### config.mk
export PLATFORM = sky130hd
export DESIGN_NAME = tilt_seek_hill_climb_top
export DESIGN_NICKNAME = d
export VERILOG_FILES = /design/src/tshc_pkg.sv /design/src/tshc_cfg.sv /design/src/tshc_climb.sv /design/src/tilt_seek_hill_climb_top.sv
export SDC_FILE = /design/constraint.sdc
export NUM_CORES = 1
export LEC_CHECK = 0
export BUFFER_PORTS_ARGS = -buffer_cell sky130_fd_sc_hd__buf_4
export CAP_MARGIN = 20
export CORE_ASPECT_RATIO = 0.9
export CORE_MARGIN = 2
export CORE_UTILIZATION = 30
export CTS_CLUSTER_DIAMETER = 120
export CTS_CLUSTER_SIZE = 30
export DETAILED_ROUTE_END_ITERATION = 7
export PLACE_DENSITY = 0.56
export SLEW_MARGIN = 5
export SYNTH_ARGS = -nofsm -noshare
export SYNTH_HDL_FRONTEND = slang
export SYNTH_HIERARCHICAL = 1
export SYNTH_SLANG_ARGS = --single-unit
### constraint.sdc
create_clock -name clk -period 5.96 [get_ports clk]
set_input_delay 1.192 -clock clk [delete_from_list [all_inputs] [get_ports clk]]
set_output_delay 1.192 -clock clk [all_outputs]
set_load 0.005 [all_outputs]
### src/tshc_pkg.sv
// Shared types, widths and codes for the tilt seek hill-climb block.
// Used by every module in src; depends on nothing else.
package tshc_pkg;

  // Reading width; thresholds are fixed at 16 bits.
  localparam int SAMPLE_BITS = 16;
  localparam int THR_BITS    = 16;
  localparam int CMP_W       = (SAMPLE_BITS > THR_BITS) ? SAMPLE_BITS : THR_BITS;
  localparam int IN_TDATA_W  = ((SAMPLE_BITS + 7) / 8) * 8;

  localparam int STEP_W      = 10;
  localparam int READS_W     = 8;
  localparam int CFG_ADDR_W  = 3;
  localparam int CFG_DATA_W  = 16;

  // Configuration register indexes.
  typedef enum logic [CFG_ADDR_W-1:0] {
    REG_FAST_BELOW   = 3'd0,
    REG_MEDIUM_BELOW = 3'd1,
    REG_FAST_STEPS   = 3'd2,
    REG_MEDIUM_STEPS = 3'd3,
    REG_SLOW_STEPS   = 3'd4,
    REG_PROBE_STEPS  = 3'd5,
    REG_COARSE_READS = 3'd6,
    REG_FINE_READS   = 3'd7
  } cfg_idx_t;

  // Reported search status.
  typedef enum logic [1:0] {
    ST_SEARCH  = 2'd0,
    ST_ALIGNED = 2'd1,
    ST_GAVE_UP = 2'd2
  } status_t;

  // Search phases, one-hot.
  typedef enum logic [6:0] {
    PH_PROBE   = 7'b0000001,
    PH_JUDGE   = 7'b0000010,
    PH_REVERSE = 7'b0000100,
    PH_CRUISE  = 7'b0001000,
    PH_INCH    = 7'b0010000,
    PH_FINISH  = 7'b0100000,
    PH_ENDED   = 7'b1000000
  } phase_t;

  // Configuration register contents.
  typedef struct packed {
    logic signed [THR_BITS-1:0] fast_below;
    logic signed [THR_BITS-1:0] medium_below;
    logic [STEP_W-1:0]          fast_steps;
    logic [STEP_W-1:0]          medium_steps;
    logic [STEP_W-1:0]          slow_steps;
    logic [STEP_W-1:0]          probe_steps;
    logic [READS_W-1:0]         coarse_reads;
    logic [READS_W-1:0]         fine_reads;
  } cfg_t;

  // Move command; step_count sits in the lowest bits.
  typedef struct packed {
    status_t            status;
    logic [READS_W-1:0] reads_next;
    logic               microstep;
    logic               backward;
    logic [STEP_W-1:0]  step_count;
  } res_t;

  localparam int RES_W       = $bits(res_t);
  localparam int OUT_TDATA_W = ((RES_W + 7) / 8) * 8;

endpackage

### src/tshc_cfg.sv
// Configuration register file for the tilt seek hill-climb block.
// Depends on tshc_pkg.
module tshc_cfg (
  input  logic                           clk,
  input  logic                           rst_n,
  input  logic                           wr_en,
  input  logic [tshc_pkg::CFG_ADDR_W-1:0] wr_addr,
  input  logic [tshc_pkg::CFG_DATA_W-1:0] wr_data,
  output tshc_pkg::cfg_t                 cfg
);
  import tshc_pkg::*;

  cfg_t cfg_r;

  // Registers take their documented values at reset and one write per beat.
  always_ff @(posedge clk) begin
    if (!rst_n) begin
      cfg_r.fast_below   <= 16'sd1280;
      cfg_r.medium_below <= 16'sd2304;
      cfg_r.fast_steps   <= STEP_W'(500);
      cfg_r.medium_steps <= STEP_W'(200);
      cfg_r.slow_steps   <= STEP_W'(100);
      cfg_r.probe_steps  <= STEP_W'(200);
      cfg_r.coarse_reads <= READS_W'(3);
      cfg_r.fine_reads   <= READS_W'(50);
    end else if (wr_en) begin
      case (cfg_idx_t'(wr_addr))
        REG_FAST_BELOW:   cfg_r.fast_below   <= signed'(wr_data[THR_BITS-1:0]);
        REG_MEDIUM_BELOW: cfg_r.medium_below <= signed'(wr_data[THR_BITS-1:0]);
        REG_FAST_STEPS:   cfg_r.fast_steps   <= wr_data[STEP_W-1:0];
        REG_MEDIUM_STEPS: cfg_r.medium_steps <= wr_data[STEP_W-1:0];
        REG_SLOW_STEPS:   cfg_r.slow_steps   <= wr_data[STEP_W-1:0];
        REG_PROBE_STEPS:  cfg_r.probe_steps  <= wr_data[STEP_W-1:0];
        REG_COARSE_READS: cfg_r.coarse_reads <= wr_data[READS_W-1:0];
        REG_FINE_READS:   cfg_r.fine_reads   <= wr_data[READS_W-1:0];
        default: ;
      endcase
    end
  end

  assign cfg = cfg_r;

endmodule

### src/tshc_climb.sv
// Hill-climb decision logic and search state for the tilt seek block.
// Works out one move command per reading; depends on tshc_pkg.
module tshc_climb (
  input  logic                                  clk,
  input  logic                                  rst_n,
  input  logic                                  fire,
  input  logic signed [tshc_pkg::SAMPLE_BITS-1:0] sample,
  input  tshc_pkg::cfg_t                        cfg,
  output tshc_pkg::res_t                        res
);
  import tshc_pkg::*;

  phase_t                        phase_r, phase_nxt;
  logic                          second_probe_r, second_probe_nxt;
  logic                          dir_back_r, dir_back_nxt;
  logic                          fine_mode_r, fine_mode_nxt;
  logic signed [SAMPLE_BITS-1:0] last_r, last_nxt;
  logic signed [SAMPLE_BITS-1:0] older_r, older_nxt;
  status_t                       end_status_r, end_status_nxt;

  logic signed [CMP_W-1:0] rd_x;
  logic signed [CMP_W-1:0] fast_x;
  logic signed [CMP_W-1:0] medium_x;
  logic [STEP_W-1:0]       cruise;
  logic [STEP_W-1:0]       steps;
  logic [READS_W-1:0]      reads;
  logic                    rise;

  // Cruise speed is picked from the reading against the two thresholds.
  always_comb begin
    rd_x     = CMP_W'(sample);
    fast_x   = CMP_W'(cfg.fast_below);
    medium_x = CMP_W'(cfg.medium_below);
    if (rd_x < fast_x) begin
      cruise = cfg.fast_steps;
    end else if (rd_x < medium_x) begin
      cruise = cfg.medium_steps;
    end else begin
      cruise = cfg.slow_steps;
    end
  end

  assign rise = sample > last_r;

  // Phase sequencing and the move for this reading.
  always_comb begin
    phase_nxt        = phase_r;
    second_probe_nxt = second_probe_r;
    dir_back_nxt     = dir_back_r;
    fine_mode_nxt    = fine_mode_r;
    last_nxt         = last_r;
    older_nxt        = older_r;
    end_status_nxt   = end_status_r;
    steps            = '0;
    case (phase_r)
      PH_PROBE: begin
        last_nxt  = sample;
        steps     = cfg.probe_steps;
        phase_nxt = PH_JUDGE;
      end
      PH_JUDGE: begin
        if (rise) begin
          phase_nxt = PH_CRUISE;
          steps     = cruise;
        end else begin
          phase_nxt        = PH_REVERSE;
          dir_back_nxt     = 1'b1;
          steps            = cfg.probe_steps;
          second_probe_nxt = 1'b1;
        end
        older_nxt = last_r;
        last_nxt  = sample;
      end
      PH_REVERSE: begin
        if (second_probe_r) begin
          steps            = cfg.probe_steps;
          second_probe_nxt = 1'b0;
        end else if (rise && (last_r > older_r)) begin
          phase_nxt = PH_CRUISE;
          steps     = cruise;
        end else if ((last_r > sample) && (last_r > older_r)) begin
          phase_nxt    = PH_INCH;
          dir_back_nxt = 1'b0;
          steps        = STEP_W'(1);
        end else begin
          phase_nxt      = PH_ENDED;
          end_status_nxt = ST_GAVE_UP;
        end
        older_nxt = last_r;
        last_nxt  = sample;
      end
      PH_CRUISE: begin
        if (rise) begin
          steps = cruise;
        end else begin
          dir_back_nxt  = !dir_back_r;
          steps         = STEP_W'(1);
          phase_nxt     = PH_INCH;
          fine_mode_nxt = 1'b1;
        end
        older_nxt = last_r;
        last_nxt  = sample;
      end
      PH_INCH: begin
        // The stored reading is held while inching.
        if (!rise) begin
          dir_back_nxt = !dir_back_r;
          phase_nxt    = PH_FINISH;
        end
        steps = STEP_W'(1);
      end
      PH_FINISH: begin
        phase_nxt      = PH_ENDED;
        end_status_nxt = ST_ALIGNED;
      end
      default: ;
    endcase

    // Reads count follows the mode after this reading; zero reads as one.
    reads = fine_mode_nxt ? cfg.fine_reads : cfg.coarse_reads;
    if (reads == '0) begin
      reads = READS_W'(1);
    end

    res.step_count = steps;
    res.backward   = dir_back_nxt;
    res.microstep  = fine_mode_nxt;
    res.reads_next = reads;
    res.status     = end_status_nxt;
  end

  // State advances once per reading taken.
  always_ff @(posedge clk) begin
    if (!rst_n) begin
      phase_r        <= PH_PROBE;
      second_probe_r <= 1'b0;
      dir_back_r     <= 1'b0;
      fine_mode_r    <= 1'b0;
      last_r         <= '0;
      older_r        <= '0;
      end_status_r   <= ST_SEARCH;
    end else if (fire) begin
      phase_r        <= phase_nxt;
      second_probe_r <= second_probe_nxt;
      dir_back_r     <= dir_back_nxt;
      fine_mode_r    <= fine_mode_nxt;
      last_r         <= last_nxt;
      older_r        <= older_nxt;
      end_status_r   <= end_status_nxt;
    end
  end

endmodule

### src/tilt_seek_hill_climb_top.sv
// Top level of the tilt seek hill-climb block: input register, decision
// logic and output register. Depends on tshc_pkg, tshc_cfg and tshc_climb.
//
//  channel | direction | handshake            | payload
//  in_     | slave     | in_tvalid/in_tready  | in_tdata: accel_sample
//  out_    | master    | out_tvalid/out_tready| out_tdata: move command
//  cfg_    | slave     | cfg_valid/cfg_ready  | cfg_addr, cfg_data
//
// One reading is taken per cycle unless out_ stalls; the reading is held in the
// input register, and its command is offered from the output register.
// Reset (rst_n low at a clock edge) empties both registers and returns the
// search to the first probe; configuration takes its default values.
// A stall on out_ holds the command and fills the input register, after
// which in_tready falls. cfg_ready is always high.
module tilt_seek_hill_climb_top (
  input  logic                             clk,
  input  logic                             rst_n,
  input  logic                             in_tvalid,
  output logic                             in_tready,
  // [15:0] accel_sample
  input  logic [tshc_pkg::IN_TDATA_W-1:0]  in_tdata,
  output logic                             out_tvalid,
  input  logic                             out_tready,
  // [9:0] step_count, [10] backward, [11] microstep, [19:12] reads_next,
  // [21:20] status, rest zero
  output logic [tshc_pkg::OUT_TDATA_W-1:0] out_tdata,
  input  logic                             cfg_valid,
  output logic                             cfg_ready,
  input  logic [tshc_pkg::CFG_ADDR_W-1:0]  cfg_addr,
  input  logic [tshc_pkg::CFG_DATA_W-1:0]  cfg_data
);
  import tshc_pkg::*;

  cfg_t                          cfg;
  res_t                          res;
  res_t                          out_res_r;
  logic                          out_valid_r;
  logic                          s1_valid_r;
  logic signed [SAMPLE_BITS-1:0] s1_sample_r;
  logic                          advance;

  assign cfg_ready = 1'b1;

  tshc_cfg u_cfg (
    .clk     (clk),
    .rst_n   (rst_n),
    .wr_en   (cfg_valid && cfg_ready),
    .wr_addr (cfg_addr),
    .wr_data (cfg_data),
    .cfg     (cfg)
  );

  // A held reading moves on when the output register is free or emptying.
  assign advance   = s1_valid_r && (!out_valid_r || out_tready);
  assign in_tready = !s1_valid_r || advance;

  // Input register.
  always_ff @(posedge clk) begin
    if (!rst_n) begin
      s1_valid_r <= 1'b0;
    end else if (in_tready) begin
      s1_valid_r <= in_tvalid;
    end
  end

  always_ff @(posedge clk) begin
    if (in_tready && in_tvalid) begin
      s1_sample_r <= signed'(in_tdata[SAMPLE_BITS-1:0]);
    end
  end

  tshc_climb u_climb (
    .clk    (clk),
    .rst_n  (rst_n),
    .fire   (advance),
    .sample (s1_sample_r),
    .cfg    (cfg),
    .res    (res)
  );

  // Output register.
  always_ff @(posedge clk) begin
    if (!rst_n) begin
      out_valid_r <= 1'b0;
    end else if (advance) begin
      out_valid_r <= 1'b1;
    end else if (out_tready) begin
      out_valid_r <= 1'b0;
    end
  end

  always_ff @(posedge clk) begin
    if (advance) begin
      out_res_r <= res;
    end
  end

  assign out_tvalid = out_valid_r;
  assign out_tdata  = OUT_TDATA_W'(out_res_r);

endmodule

==> results.md <==
* Status: finished, final reports clean
* Relative slew slack at 28.5%
* Kind of critical path: flip-flop to flip-flop
* Hold Crit Depth at 2
* Final hold viol count at 0
* CTS tree: yes
* Worst reg-to-reg path cell count at 13
* Fillers at 2,939
* Drc violations at 0
* Most common cell after layout, fill and taps aside: nand2_1
* Crit path time final at 3.67 ns
* Top_reg_cell synth: dfxtp_1
* Setup violators final at 0
* RD Place Congestion at 0.817
* Cells after Synth at 897
* Final #Nets at 1,044
* Final Core Density at 35.1%
* Initial antenna violation count at 0
* Tot GR Track Use at 13.7%
* Post-CTS Hold Fix Bufs at 0
* GRT overflow at 0
* Post-DP Area at 9500 sq um
* Post-route ant nets at 0
* Initial DRC Count at 411
* Ports at 67
* Worst hold endpoint: u_climb/older_r[7]
* Placed cell count at 1,288
* R2r endpoint: out_tdata[10]
* Critical path's top delay family: compound AO/OA/AOI/OAI gates
* RSZ-0062 raised after global routing: no
* Fin. max-slew vios at 0
* Row cnt at 59
* Share of layout cells above drive strength 1 at 15.3%
* DPL Wire Length at 14,300 um
* Synth cell types at 75
* CP max stage delay at 0.51 ns
* EDFF count, synth at 38
* Core ar. at 28,800 sq um
* Diodes inserted at 0
* # H-tree levels at 4
* Share of synthesized registers carrying an async set or reset at 0%
* Overall Power at 2.72 mW
* Die Span Y at 166 um
* First-pass GRT wire length at 33,000 um
* Critical Path AT at 3.85 ns
* CP Capture Type: flip-flop
* Post-synth top area cell: dfxtp_1
* Setup_tns at 0 ns
* Crit-path cells: inv_1 -> ha_1 -> nand4_1 -> nor4_1 -> a21bo_2 -> a31oi_1 -> or2_1 -> inv_2 -> ha_1 -> o21ai_0 -> o21ai_0 -> o21ba_2 -> o31ai_1
* Worst path slowest cell: nor4_1
* WHS at 0.455 ns
* Clock net sink count at 172
* Vias per cell at 4.83
* F_max at 0.273 GHz
* Hold Crit Start: u_climb/older_r[7]
* # Post-CTS Setup Buffers at 0
* Port Buf Inserts at 63
* Clock transition at path regs at 0.07 ns
* Area Growth Syn to Fin at 15.7%
* Share of the yosys chip area belonging to registers at 43.8%
* Worst r2r src: s1_sample_r[15]
* Initial Util at 30.3%
* WL/cell at 15.2 um
* FF+latch count, synth at 172
* Vias in the first global route at 6,227
* Pwr dens at 269 nW/um^2
* Top post-synthesis cells by area: dfxtp_1 31%, mux2i_1 14%, edfxtp_1 13%
* Die area at 30,500 sq um
* Worst Hold Class: flip-flop to flip-flop
* CTS Buffer Depth at 2
* Final period util at 61.6%
* Clock Latency Late Sink at 0.43 ns
* Buf/Inv on CP at 2
* Max-cap violation count at 0
* Worst Setup Slack, final at 2.29 ns
* DR pass1 iterations at 5
* VDD IR-drop max at 0.000187 V
* Setup slack, reg-to-reg at 2.29 ns
* Crit start category: flip-flop
* Commonest non-fill, non-tap cells in the layout: 147 x nand2_1, 134 x dfxtp_1, 118 x mux2i_1, 73 x inv_1, 71 x buf_4
* Synth warn at 6
* Layout Cells excl Fill at 1,320
* Mapped cell area at 8720 sq um
* WP data required at 6.14 ns
* Syn Area/Cell at 9.72 sq um
* Setup WS pre-CTS at 2.34 ns
* LEAKAGE at 4.27 nW
* Post-CTS sizing at 0
* Synth top area share at 30.8%
* Via count at 6,371
* Cell area after layout at 10,100 sq um
* Num CTS Buffers at 17
* Pin count of the biggest net entering global routing at 72
* Worst slew pin tran at 1.07 ns
* Root Buffer: clkbuf_16
* Crit-path max FO at 8
* Die Wd at 184 um
* Clk_skew at 0.0119 ns
* Routed WL at 20,100 um
[synthesized netlist by cell type (all sizes together) (3+ instances only)]
cell / count
edfxtp: 38
a211oi: 3
a31oi: 4
nor3b: 3
nor2b: 39
nand4: 10
o22ai: 3
dfxtp: 134
or2: 12
nand2b: 6
mux2: 9
a32o: 9
a221oi: 4
ha: 63
o211ai: 3
buf: 22
nor4: 6
mux2i: 118
inv: 74
nand4b: 3
nand3: 5
and3: 4
and2: 3
o21ai: 23
nor2: 33
o41ai: 3
clkbuf: 26
nand2: 147
nor3: 6
a21oi: 49
[per-layer routing]
| metal | share of wire [%] | vias to the layer above | GRT usage [%] |
|---|---|---|---|
| met4 | 0.98 | 0 | 3.51 |
| met3 | 3.6 | 11 | 2.83 |
| met1 | 50 | 3048 | 19.2 |
| met2 | 45 | 113 | 21.5 |
| met5 | 0 | - | 0 |
| li1 | - | 3199 | - |
[how the worst max path moves through the flow]
stage / depth (start not counted) / to / startpoint / slack, ns
CTS: 13 / out_tdata[10] / s1_sample_r[15] / 2.31
floorplan: 9 / u_climb/older_r[10] / out_tready / 2.33
detailed placement: 13 / out_tdata[10] / s1_sample_r[15] / 2.34
global route: 13 / out_tdata[10] / s1_sample_r[15] / 2.03
finish: 13 / out_tdata[10] / s1_sample_r[15] / 2.29
global placement: 13 / out_tdata[10] / s1_sample_r[15] / 2.39
[power by group]
| group | switching, mW | leakage, nW | internal (mW) |
|---|---|---|---|
| Sequential | 0.0302 | 1.45 | 1.23 |
| Combinational | 0.184 | 2.52 | 0.132 |
| Clock | 0.511 | 0.296 | 0.634 |
[sequential cells by signal (all words and copies together) (netlist names)]
name,flops
u_climb/dir_back_r,1
u_climb/older_r,16
out_tdata,22
u_climb/phase_r,7
out_tvalid,1
s1_sample_r,16
u_climb/end_status_r,2
u_climb/second_probe_r,1
u_cfg/cfg,88
u_climb/fine_mode_r,1
u_climb/last_r,16
s1_valid_r,1
[worst register-to-register path, cell delays in order (launching register included)]
cell and delay (ns):
edfxtp_1 0.42, inv_1 0.07, ha_1 0.33, nand4_1 0.17, nor4_1 0.51, a21bo_2 0.29
a31oi_1 0.30, or2_1 0.38, inv_2 0.14, ha_1 0.28, o21ai_0 0.07, o21ai_0 0.15
o21ba_2 0.25, o31ai_1 0.05
[cell families (layout without fill, tap and decap cells)]
kind of cell	after synthesis	after routing	synth area share (%)
AO/OA/AOI/OAI	120	120	9.41
other	2	3	0.0861
flip-flops	172	172	43.8
buffers and inverters	122	178	6.24
multiplexers	127	127	14.7
adder cells (fa/ha/maj)	63	63	9.04
XOR/XNOR	2	2	0.201
AND/OR/NAND/NOR	289	289	16.5
[cell type report]
cell class / instances / area [sq um] / share of cell area, %
Clock buffer: 17 / 425 / 4.21
Sequential cell: 172 / 3820 / 37.9
Multi-Input combinational cell: 604 / 4390 / 43.5
Clock inverter: 15 / 171 / 1.70
Inverter: 74 / 278 / 2.75
Timing Repair Buffer: 72 / 544 / 5.39
Tap cell: 366 / 458 / 4.54
Note: power is estimated with default switching activity, not from simulation.
